$ cat src/psg_pkg.sv
// Types, register map, volume table and per-tick update functions for the
// three-voice sound generator. No dependencies; used by the top level.
`default_nettype none

package psg_pkg;

    localparam int REG_COUNT  = 14;
    localparam int ADDR_W     = 4;
    localparam int SAMPLE_W   = 15;
    localparam int VOL_MAX    = 21845;

    localparam logic MODE_WRITE  = 1'b0;
    localparam logic MODE_SAMPLE = 1'b1;

    localparam logic [ADDR_W-1:0] REG_TONE_A_FINE   = 4'd0;
    localparam logic [ADDR_W-1:0] REG_TONE_A_COARSE = 4'd1;
    localparam logic [ADDR_W-1:0] REG_TONE_B_FINE   = 4'd2;
    localparam logic [ADDR_W-1:0] REG_TONE_B_COARSE = 4'd3;
    localparam logic [ADDR_W-1:0] REG_TONE_C_FINE   = 4'd4;
    localparam logic [ADDR_W-1:0] REG_TONE_C_COARSE = 4'd5;
    localparam logic [ADDR_W-1:0] REG_NOISE_PERIOD  = 4'd6;
    localparam logic [ADDR_W-1:0] REG_MIXER         = 4'd7;
    localparam logic [ADDR_W-1:0] REG_VOL_A         = 4'd8;
    localparam logic [ADDR_W-1:0] REG_VOL_B         = 4'd9;
    localparam logic [ADDR_W-1:0] REG_VOL_C         = 4'd10;
    localparam logic [ADDR_W-1:0] REG_ENV_FINE      = 4'd11;
    localparam logic [ADDR_W-1:0] REG_ENV_COARSE    = 4'd12;
    localparam logic [ADDR_W-1:0] REG_ENV_SHAPE     = 4'd13;

    localparam logic [7:0] ENV_SHAPE_IGNORE = 8'hff;
    localparam int         ENV_ATTACK_BIT   = 2;
    localparam int         VOL_ENV_BIT      = 4;
    localparam logic [15:0] NOISE_SEED      = 16'hffff;

    localparam logic [3:0] ENV_DECAY_LOW_A  = 4'd0;
    localparam logic [3:0] ENV_DECAY_LOW_B  = 4'd1;
    localparam logic [3:0] ENV_DECAY_LOW_C  = 4'd2;
    localparam logic [3:0] ENV_DECAY_LOW_D  = 4'd3;
    localparam logic [3:0] ENV_ATTACK_LOW_A = 4'd4;
    localparam logic [3:0] ENV_ATTACK_LOW_B = 4'd5;
    localparam logic [3:0] ENV_ATTACK_LOW_C = 4'd6;
    localparam logic [3:0] ENV_ATTACK_LOW_D = 4'd7;
    localparam logic [3:0] ENV_SAW_DOWN     = 4'd8;
    localparam logic [3:0] ENV_DECAY_LOW_E  = 4'd9;
    localparam logic [3:0] ENV_TRI_DOWN     = 4'd10;
    localparam logic [3:0] ENV_DECAY_HIGH   = 4'd11;
    localparam logic [3:0] ENV_SAW_UP       = 4'd12;
    localparam logic [3:0] ENV_ATTACK_HIGH  = 4'd13;
    localparam logic [3:0] ENV_TRI_UP       = 4'd14;
    localparam logic [3:0] ENV_ATTACK_LOW_E = 4'd15;

    typedef logic [REG_COUNT-1:0][7:0] psg_regs_t;

    typedef struct packed {
        logic [2:0][12:0] tone_count;
        logic [2:0]       tone_level;
        logic             half_div;
        logic [15:0]      noise_shift;
        logic             noise_prev;
        logic             noise_level;
        logic [4:0]       noise_count;
        logic [15:0]      env_count;
        logic [3:0]       env_level;
        logic             env_rising;
    } psg_state_t;

    localparam psg_state_t STATE_RESET = '{
        tone_count:  '0,
        tone_level:  '0,
        half_div:    1'b0,
        noise_shift: NOISE_SEED,
        noise_prev:  1'b0,
        noise_level: 1'b0,
        noise_count: '0,
        env_count:   '0,
        env_level:   '0,
        env_rising:  1'b0
    };

    typedef struct packed {
        logic [3:0] level;
        logic       rising;
    } psg_env_t;

    function automatic logic [SAMPLE_W-1:0] psg_vol(input logic [3:0] lv);
        logic [SAMPLE_W-1:0] v;
        case (lv)
            4'd0:    v = 15'd0;
            4'd1:    v = 15'd278;
            4'd2:    v = 15'd404;
            4'd3:    v = 15'd591;
            4'd4:    v = 15'd873;
            4'd5:    v = 15'd1291;
            4'd6:    v = 15'd1799;
            4'd7:    v = 15'd2941;
            4'd8:    v = 15'd3464;
            4'd9:    v = 15'd5568;
            4'd10:   v = 15'd7779;
            4'd11:   v = 15'd9764;
            4'd12:   v = 15'd12323;
            4'd13:   v = 15'd15473;
            4'd14:   v = 15'd18398;
            default: v = 15'd21845;
        endcase
        return v;
    endfunction

    function automatic psg_env_t psg_env_step(input logic [3:0] shape,
                                              input psg_env_t e);
        psg_env_t n;
        n = e;
        case (shape)
            ENV_DECAY_LOW_A, ENV_DECAY_LOW_B, ENV_DECAY_LOW_C, ENV_DECAY_LOW_D,
            ENV_DECAY_LOW_E:
            begin
                if (e.level != 4'd0)
                    n.level = e.level - 4'd1;
            end
            ENV_ATTACK_LOW_A, ENV_ATTACK_LOW_B, ENV_ATTACK_LOW_C, ENV_ATTACK_LOW_D,
            ENV_ATTACK_LOW_E:
            begin
                if (e.rising)
                begin
                    if (e.level == 4'd15)
                    begin
                        n.level  = 4'd0;
                        n.rising = 1'b0;
                    end
                    else
                        n.level = e.level + 4'd1;
                end
            end
            ENV_SAW_DOWN:
                n.level = e.level - 4'd1;
            ENV_TRI_DOWN, ENV_TRI_UP:
            begin
                if (!e.rising)
                begin
                    if (e.level == 4'd0)
                        n.rising = 1'b1;
                    else
                        n.level = e.level - 4'd1;
                end
                else
                begin
                    if (e.level == 4'd15)
                        n.rising = 1'b0;
                    else
                        n.level = e.level + 4'd1;
                end
            end
            ENV_DECAY_HIGH:
            begin
                if (!e.rising)
                begin
                    if (e.level == 4'd0)
                    begin
                        n.level  = 4'd15;
                        n.rising = 1'b1;
                    end
                    else
                        n.level = e.level - 4'd1;
                end
            end
            ENV_SAW_UP:
                n.level = e.level + 4'd1;
            default:
            begin
                if (e.level != 4'd15)
                    n.level = e.level + 4'd1;
            end
        endcase
        return n;
    endfunction

    function automatic psg_state_t psg_tick(input psg_state_t s, input psg_regs_t r);
        psg_state_t n;
        logic [11:0] period;
        logic        fb;
        logic [4:0]  nc;
        logic [15:0] env_period;
        logic [16:0] env_next;
        psg_env_t    e;
        n = s;
        n.half_div = ~s.half_div;
        for (int ch = 0; ch < 3; ch++)
        begin
            period = {r[2*ch+1][3:0], r[2*ch]};
            if (s.tone_count[ch] >= {1'b0, period})
            begin
                n.tone_count[ch] = 13'd0;
                n.tone_level[ch] = ~s.tone_level[ch];
            end
            n.tone_count[ch] = n.tone_count[ch] + 13'd1;
        end
        if (n.half_div)
        begin
            if (s.noise_count == 5'd0)
            begin
                fb = s.noise_prev ^ s.noise_shift[13] ^ 1'b1;
                n.noise_prev  = s.noise_shift[15];
                n.noise_level = s.noise_shift[15];
                n.noise_shift = {s.noise_shift[14:0], fb};
            end
            nc = s.noise_count + 5'd1;
            n.noise_count = (nc >= r[REG_NOISE_PERIOD][4:0]) ? 5'd0 : nc;
            if (s.env_count == 16'd0)
            begin
                e = psg_env_step(r[REG_ENV_SHAPE][3:0], psg_env_t'{level: s.env_level,
                                                                   rising: s.env_rising});
                n.env_level  = e.level;
                n.env_rising = e.rising;
            end
            env_period = {r[REG_ENV_COARSE], r[REG_ENV_FINE]};
            env_next   = {1'b0, s.env_count} + 17'd1;
            n.env_count = (env_next >= {1'b0, env_period}) ? 16'd0 : env_next[15:0];
        end
        return n;
    endfunction

    function automatic logic [SAMPLE_W-1:0] psg_channel_vol(input psg_state_t s,
                                                            input psg_regs_t r,
                                                            input int ch);
        logic [7:0] vreg;
        logic       t;
        logic       nz;
        logic [3:0] lv;
        vreg = r[8+ch];
        t    = s.tone_level[ch] | r[REG_MIXER][ch];
        nz   = s.noise_level | r[REG_MIXER][ch+3];
        if (vreg[VOL_ENV_BIT])
            lv = s.env_level;
        else
            lv = (t & nz) ? vreg[3:0] : 4'd0;
        return psg_vol(lv);
    endfunction

endpackage

`default_nettype wire

$ cat src/psg_three_voice_sound_generator.sv
// Three-voice sound generator top level: input item register, tick update and
// per-channel sums, divide and stereo mix into the output register. Uses psg_pkg.
//
// Usage:
//   The item channel (item_valid/item_ready) carries either a register write
//   (mode 0: reg_addr, reg_data) or a sample request (mode 1). Writes return
//   nothing; each sample request returns one item on the sample channel
//   (sample_valid/sample_ready) with left_sample and right_sample.
//   Throughput is one item per cycle: the whole run of TICKS_PER_SAMPLE chip
//   ticks for a request is evaluated in a single pass of logic between the
//   input item register and the sum register.
//   A request passes the input register, the sum register and the output
//   register, in that order, before it shows sample_valid.
//   Writes take effect for any request accepted after them.
//   When the receiver stalls, results hold in the sum and output registers and
//   item_ready drops only once those are full; writes keep flowing past a
//   stalled result since they do not need a result slot.
//   Reset clears all sound registers and generator state (noise shift register
//   to all ones) and empties the pipeline; no clearing pass is needed.
`default_nettype none

module psg_three_voice_sound_generator #(
    parameter int TICKS_PER_SAMPLE = 5
) (
    input  wire logic                           clk,
    input  wire logic                           rst_n,
    input  wire logic                           item_valid,
    output logic                                item_ready,
    input  wire logic                           mode,
    input  wire logic [psg_pkg::ADDR_W-1:0]     reg_addr,
    input  wire logic [7:0]                     reg_data,
    output logic                                sample_valid,
    input  wire logic                           sample_ready,
    output logic [psg_pkg::SAMPLE_W-1:0]        left_sample,
    output logic [psg_pkg::SAMPLE_W-1:0]        right_sample
);

    localparam int SUM_W     = $clog2(psg_pkg::VOL_MAX * TICKS_PER_SAMPLE + 1);
    localparam int DIV_SHIFT = SUM_W + $clog2(TICKS_PER_SAMPLE);
    localparam longint unsigned DIV_MULT =
        ((64'd1 << DIV_SHIFT) + TICKS_PER_SAMPLE - 1) / TICKS_PER_SAMPLE;
    localparam int MULT_W    = DIV_SHIFT + 1;
    localparam int PROD_W    = SUM_W + MULT_W;
    localparam int SW        = psg_pkg::SAMPLE_W;

    logic                        s1_valid_reg;
    logic                        s1_mode_reg;
    logic [psg_pkg::ADDR_W-1:0]  s1_addr_reg;
    logic [7:0]                  s1_data_reg;

    logic                        s2_valid_reg;
    logic [2:0][SUM_W-1:0]       s2_sum_reg;

    logic                        sample_valid_reg;
    logic [SW-1:0]               left_reg;
    logic [SW-1:0]               right_reg;

    psg_pkg::psg_state_t         state_reg;
    psg_pkg::psg_state_t         state_next;
    psg_pkg::psg_regs_t          regs_reg;
    psg_pkg::psg_regs_t          regs_next;

    psg_pkg::psg_state_t         run_state;
    logic [2:0][SUM_W-1:0]       run_sum;

    logic                        out_free;
    logic                        s2_free;
    logic                        s1_fire;
    logic                        s1_sample;

    logic [2:0][PROD_W-1:0]      prod;
    logic [2:0][SW-1:0]          avg;
    logic [SW:0]                 left_next;
    logic [SW:0]                 right_next;

    assign out_free   = !sample_valid_reg || sample_ready;
    assign s2_free    = !s2_valid_reg || out_free;
    assign s1_fire    = s1_valid_reg && (s1_mode_reg == psg_pkg::MODE_WRITE || s2_free);
    assign s1_sample  = s1_fire && (s1_mode_reg == psg_pkg::MODE_SAMPLE);
    assign item_ready = !s1_valid_reg || s1_fire;

    assign sample_valid = sample_valid_reg;
    assign left_sample  = left_reg;
    assign right_sample = right_reg;

    // Tick run for one sample request
    always_comb
    begin
        run_state = state_reg;
        run_sum   = '0;
        for (int i = 0; i < TICKS_PER_SAMPLE; i++)
        begin
            run_state = psg_pkg::psg_tick(run_state, regs_reg);
            for (int ch = 0; ch < 3; ch++)
                run_sum[ch] = run_sum[ch]
                            + SUM_W'(psg_pkg::psg_channel_vol(run_state, regs_reg, ch));
        end
    end

    // Register write and state advance
    always_comb
    begin
        state_next = state_reg;
        regs_next  = regs_reg;
        if (s1_sample)
            state_next = run_state;
        else if (s1_fire && s1_addr_reg < psg_pkg::ADDR_W'(psg_pkg::REG_COUNT)
                 && !(s1_addr_reg == psg_pkg::REG_ENV_SHAPE
                      && s1_data_reg == psg_pkg::ENV_SHAPE_IGNORE))
        begin
            case (s1_addr_reg)
                psg_pkg::REG_TONE_A_COARSE, psg_pkg::REG_TONE_B_COARSE,
                psg_pkg::REG_TONE_C_COARSE:
                    regs_next[s1_addr_reg] = {4'd0, s1_data_reg[3:0]};
                psg_pkg::REG_NOISE_PERIOD, psg_pkg::REG_VOL_A, psg_pkg::REG_VOL_B,
                psg_pkg::REG_VOL_C:
                    regs_next[s1_addr_reg] = {3'd0, s1_data_reg[4:0]};
                psg_pkg::REG_ENV_SHAPE:
                begin
                    regs_next[s1_addr_reg] = {4'd0, s1_data_reg[3:0]};
                    state_next.env_count   = 16'd0;
                    state_next.env_rising  = s1_data_reg[psg_pkg::ENV_ATTACK_BIT];
                    state_next.env_level   = s1_data_reg[psg_pkg::ENV_ATTACK_BIT]
                                           ? 4'd0 : 4'd15;
                end
                default:
                    regs_next[s1_addr_reg] = s1_data_reg;
            endcase
        end
    end

    // Average and stereo mix
    always_comb
    begin
        for (int ch = 0; ch < 3; ch++)
        begin
            prod[ch] = PROD_W'(s2_sum_reg[ch]) * PROD_W'(DIV_MULT);
            avg[ch]  = prod[ch][DIV_SHIFT +: SW];
        end
        left_next  = {1'b0, avg[0]} + {2'b00, avg[1][SW-1:1]};
        right_next = {1'b0, avg[2]} + {2'b00, avg[1][SW-1:1]};
    end

    always_ff @(posedge clk or negedge rst_n)
    begin
        if (!rst_n)
        begin
            s1_valid_reg          <= 1'b0;
            s2_valid_reg          <= 1'b0;
            sample_valid_reg      <= 1'b0;
            regs_reg              <= '0;
            state_reg             <= psg_pkg::STATE_RESET;
        end
        else
        begin
            regs_reg  <= regs_next;
            state_reg <= state_next;
            if (item_ready)
                s1_valid_reg <= item_valid;
            if (s2_free)
                s2_valid_reg <= s1_sample;
            if (out_free)
                sample_valid_reg <= s2_valid_reg;
        end
    end

    always_ff @(posedge clk)
    begin
        if (item_valid && item_ready)
        begin
            s1_mode_reg <= mode;
            s1_addr_reg <= reg_addr;
            s1_data_reg <= reg_data;
        end
        if (s1_sample)
            s2_sum_reg <= run_sum;
        if (s2_valid_reg && out_free)
        begin
            left_reg  <= left_next[SW]  ? {SW{1'b1}} : left_next[SW-1:0];
            right_reg <= right_next[SW] ? {SW{1'b1}} : right_next[SW-1:0];
        end
    end

    a_tone_count_bound: assert property (@(posedge clk) disable iff (!rst_n)
        !(state_reg.tone_count[0][12] || state_reg.tone_count[1][12]
          || state_reg.tone_count[2][12]))
        else $error("tone divider count out of range");

    a_sample_reaches_sum: assert property (@(posedge clk) disable iff (!rst_n)
        s1_sample |=> s2_valid_reg)
        else $error("sample request lost before sum register");

    a_sum_held_on_stall: assert property (@(posedge clk) disable iff (!rst_n)
        (s2_valid_reg && !out_free) |=> s2_valid_reg)
        else $error("pending sum dropped during stall");

    a_env_restart: assert property (@(posedge clk) disable iff (!rst_n)
        (s1_fire && s1_mode_reg == psg_pkg::MODE_WRITE
         && s1_addr_reg == psg_pkg::REG_ENV_SHAPE
         && s1_data_reg != psg_pkg::ENV_SHAPE_IGNORE)
        |=> (state_reg.env_count == 16'd0))
        else $error("envelope not restarted on shape write");

endmodule

`default_nettype wire

$ cat config.mk
export PLATFORM = sky130hd
export DESIGN_NAME = psg_three_voice_sound_generator
export DESIGN_NICKNAME = d
export VERILOG_FILES = /design/src/psg_pkg.sv /design/src/psg_three_voice_sound_generator.sv
export SDC_FILE = /design/constraint.sdc
export NUM_CORES = 2
export LEC_CHECK = 0
export BUFFER_PORTS_ARGS = -buffer_cell sky130_fd_sc_hd__clkbuf_2
export CAP_MARGIN = 20
export CORE_MARGIN = 1.5
export CORE_UTILIZATION = 50
export CTS_CLUSTER_DIAMETER = 100
export CTS_CLUSTER_SIZE = 40
export DETAILED_ROUTE_END_ITERATION = 16
export PLACE_DENSITY_LB_ADDON = 0.08
export SETUP_SLACK_MARGIN = 0.4
export SLEW_MARGIN = 40
export SYNTH_ARGS = -nofsm -noshare
export SYNTH_HDL_FRONTEND = slang
export SYNTH_SLANG_ARGS = --single-unit
$ cat constraint.sdc
create_clock -name clk -period 24.5 [get_ports clk]
set_input_delay 1.225 -clock clk [delete_from_list [all_inputs] [get_ports clk]]
set_output_delay 1.225 -clock clk [all_outputs]
set_load 0.1 [all_outputs]
==> summary by stage <==
Cells and area
After the last flow step, the layout net total stands at 7712. The synthesis-to-layout area growth is 5.139%. In the final layout, the share of cells above drive strength 1 is 6.430%.

Floorplan
The die is 332.5 microns tall. Row generation in the floorplan step produced 120 rows. The core region is 107400 sq um. The die covers ~110000 sq um. Pin placement for this block handled 49 I/O pins. The die extent in x is 332.5 microns. The initial utilization of the core area, before any placement, comes to 50.55%.

Run status
The run finished with clean final reports.

Routing
The via count is 46720. Dividing the detail-routed wire length by the instance count gives 20.84 microns. The average vias per placed instance is 5.992. The number of DRC markers after the initial detailed-route iteration is 3638. The detail route stage leaves a number of antenna-violating nets equal to 0. The count of unresolved DRC violations after routing is 0.

The overall routed net length is 162.5 mm. The pre-antenna-repair detailed-routing pass consisted of 7 iterations.

Worst setup path
The reg-to-reg startpoint is state_reg[5]. The type of the setup path with the least slack is flop to flop. The sort of element at the end of the critical path is a flop. The required time of the critical path is 24.83 ns.

The worst setup path startpoint is state_reg[5]. The type of element launching the critical path is a flop. The maximum fanout encountered on the critical timing path is 14.

STA puts the critical path data arrival time at ~23 ns. The largest individual stage delay along the critical path comes from the cell sky130_fd_sc_hd__or4_4. For this run, the slowest stage of the critical path takes 0.71 ns.

Synthesis
The leading register cell type out of synthesis is sky130_fd_sc_hd__dfrtp_1. Summed over all instances, the cell type with the most area after synthesis is sky130_fd_sc_hd__ha_1. The synthesized design contains 266 register bits. The share of async-settable or async-resettable flops after synthesis is 64.66%. The synthesized instance count is 6438. Sequential elements use a little over an eighth of the synthesized area. For this run, the number of Yosys warnings is 0.

The top cell type's share of synthesized area is 21.19%. The synthesized area per cell is 8.430 sq um. The synthesized netlist occupies a cell area of 54270 sq um. Synthesis instantiated roughly 130 different standard cells from the library.

By area the synthesized netlist is led by sky130_fd_sc_hd__ha_1 (21%), sky130_fd_sc_hd__fa_1 (15%), sky130_fd_sc_hd__dfrtp_1 (7.2%), sky130_fd_sc_hd__inv_1 (5.6%), sky130_fd_sc_hd__edfxtp_1 (5.2%). The number of enable flip-flop cells after synthesis is 94.

Global routing
The final global-route overflow total is 0. The largest net degree at the start of global routing is 97. The first global-routing pass estimated 256.3 mm of wire.

The number of global-route vias before repair is 45620. The all-layer global routing usage is 29.04%. The number of antenna violations at the first check in global routing is 3.

Worst hold path
The min-delay analysis places its worst path in the category primary input to async pin.

STA
The time the final worst path needs with I/O delays and setup is 22.51 ns. Timing would allow up to ~44 MHz. Across the routed clock network, the largest skew measured is 0.06380 ns.

The count of final hold-check violations is 0. Setup repair after global routing left no endpoint under its margin. The relative slew slack is roughly two fifths. The worst path uses between 90 and 100% of the clock period. At the pin with the least slew margin, the transition time is 0.8840 ns. The final sum of negative setup slack is 0 ns. The max-slew violation count is 0. Setup violations remaining at the end of the flow were counted as 0.

Clocking
The clock sink count is 266. TritonCTS created 20 clock buffers. The later pin in the worst-skew pair is clocked with a latency of approximately 0.64 ns. In this run the number of H-tree levels came out at 1.

The root buffer cell is sky130_fd_sc_hd__clkbuf_16. The clock transition at the register clock pins on the worst setup and hold paths after CTS is 0.13 ns. The maximum root-to-sink buffer count is 3. The clock tree from TritonCTS is yes.

Flow run
The number of max-cap violations is 0.

Placement
The count of buffers added on input and output ports is 48. Routability-driven placement finished with a final weighted congestion of around 1. After legalization and detailed placement, the total HPWL measured between 100 and 150 mm.
-- stage by stage --
step                setup slack, ns  std cells  cell area (sq um)  hold WS [ns]  utilization, %
finish                        1.991       7797              57060        0.4966           53.15
global route                 0.3658       7795              57050        0.4889           53.15
CTS                           1.190       7784              56870        0.4709           52.97
detailed placement            1.300       7748              56030        0.4707           52.19
global placement              1.782       7736              55860        0.4602           52.03
floorplan                     4.525       6441              54280        0.4418               -
-- synthesized netlist by cell type (all sizes together) (17+ instances only) --
cell	count
nor3	110
inv	812
dfrtp	156
mux2	76
nand2	604
nand4	58
nand3	129
a31o	24
buf	61
o21bai	36
edfxtp	94
o21ai	407
a22o	23
a211oi	66
a221oi	36
o31ai	45
nor2b	66
o211ai	37
and2	75
a31oi	45
a21boi	18
nor4	40
ha	919
a21oi	302
clkbuf	153
a21o	166
a22oi	74
xor2	116
fa	398
o22ai	45
and4	17
or3	22
mux2i	46
o221ai	28
nand2b	71
nor2	411
xnor2	217
o21a	47
and3	48
or2	25
-- kinds of logic after synthesis --
family / Yosys count / synth area share [%]
other: 1 / 0.006910
AOI/OAI and AO/OA: 1607 / 20.03
and+or+nand+nor: 1757 / 15.73
xor gates and xnor gates: 334 / 5.429
DFF: 266 / 13.17
buffers and inverters: 1034 / 7.343
muxes: 122 / 2.425
adders and majority gates: 1317 / 35.87
-- routing by layer --
layer	routed length (microns)	global-route usage [%]	up-vias
li1	-	-	22600
met1	70950	38.43	22380
met2	75430	48.78	1449
met3	9384	3.492	293
met4	6686	10.18	0
met5	0	0	-
-- cell usage in the layout, fill, tap and decap left out, types with 121 or more instances in the layout --
master and n:
sky130_fd_sc_hd__nor2_1 407, sky130_fd_sc_hd__xnor2_1 215, sky130_fd_sc_hd__a21o_1 166, sky130_fd_sc_hd__a21oi_1 290
sky130_fd_sc_hd__nand2_1 603, sky130_fd_sc_hd__nand3_1 121, sky130_fd_sc_hd__o21ai_0 376, sky130_fd_sc_hd__ha_1 919
sky130_fd_sc_hd__inv_1 804, sky130_fd_sc_hd__dfrtp_1 152, sky130_fd_sc_hd__fa_1 398
-- worst paths after layout --
kind / slack, ns / depth (start not counted) / end
max in group asynchronous: 22.92 / 2 / state_reg[44]
hold / removal: 0.50 / 1 / async pin
setup reg to reg: 1.99 / 99 / s2_sum_reg[32]
min in group clk: 0.50 / 2 / flop
setup / recovery: 1.99 / 99 / s2_sum_reg[32]
hold reg to reg: 0.50 / 2 / flop
-- critical path: cells and delay by family (launching register included) --
kind / cells / cell delay (ns)
fa+ha+maj: 14 / 4.19
simple gates: 25 / 5.58
buf+inv: 7 / 0.98
compound gates: 47 / 9.68
flops: 1 / 0.54
xor+xnor: 6 / 1.18
-- repair_timing --
item,4_1_cts,5_1_grt
hold buffers,0,0
endpoints found under the setup margin,0,24
gates resized for setup,0,17
setup buffers,0,1
-- cell type report --
cell class              count  area [sq um]
flip-flops and latches    266          7152
clock buffers              21         504.2
well taps                1403          1755
clock inverters            15         336.6
inverters                 820          3080
multi-input cells        5141         43380
fillers                 10330         50290
diodes                      2         5.005
repair buffers            129         849.6
Power is not shown: default switching activity piles up to over one toggle a cycle in this logic, so the estimate is an artifact.
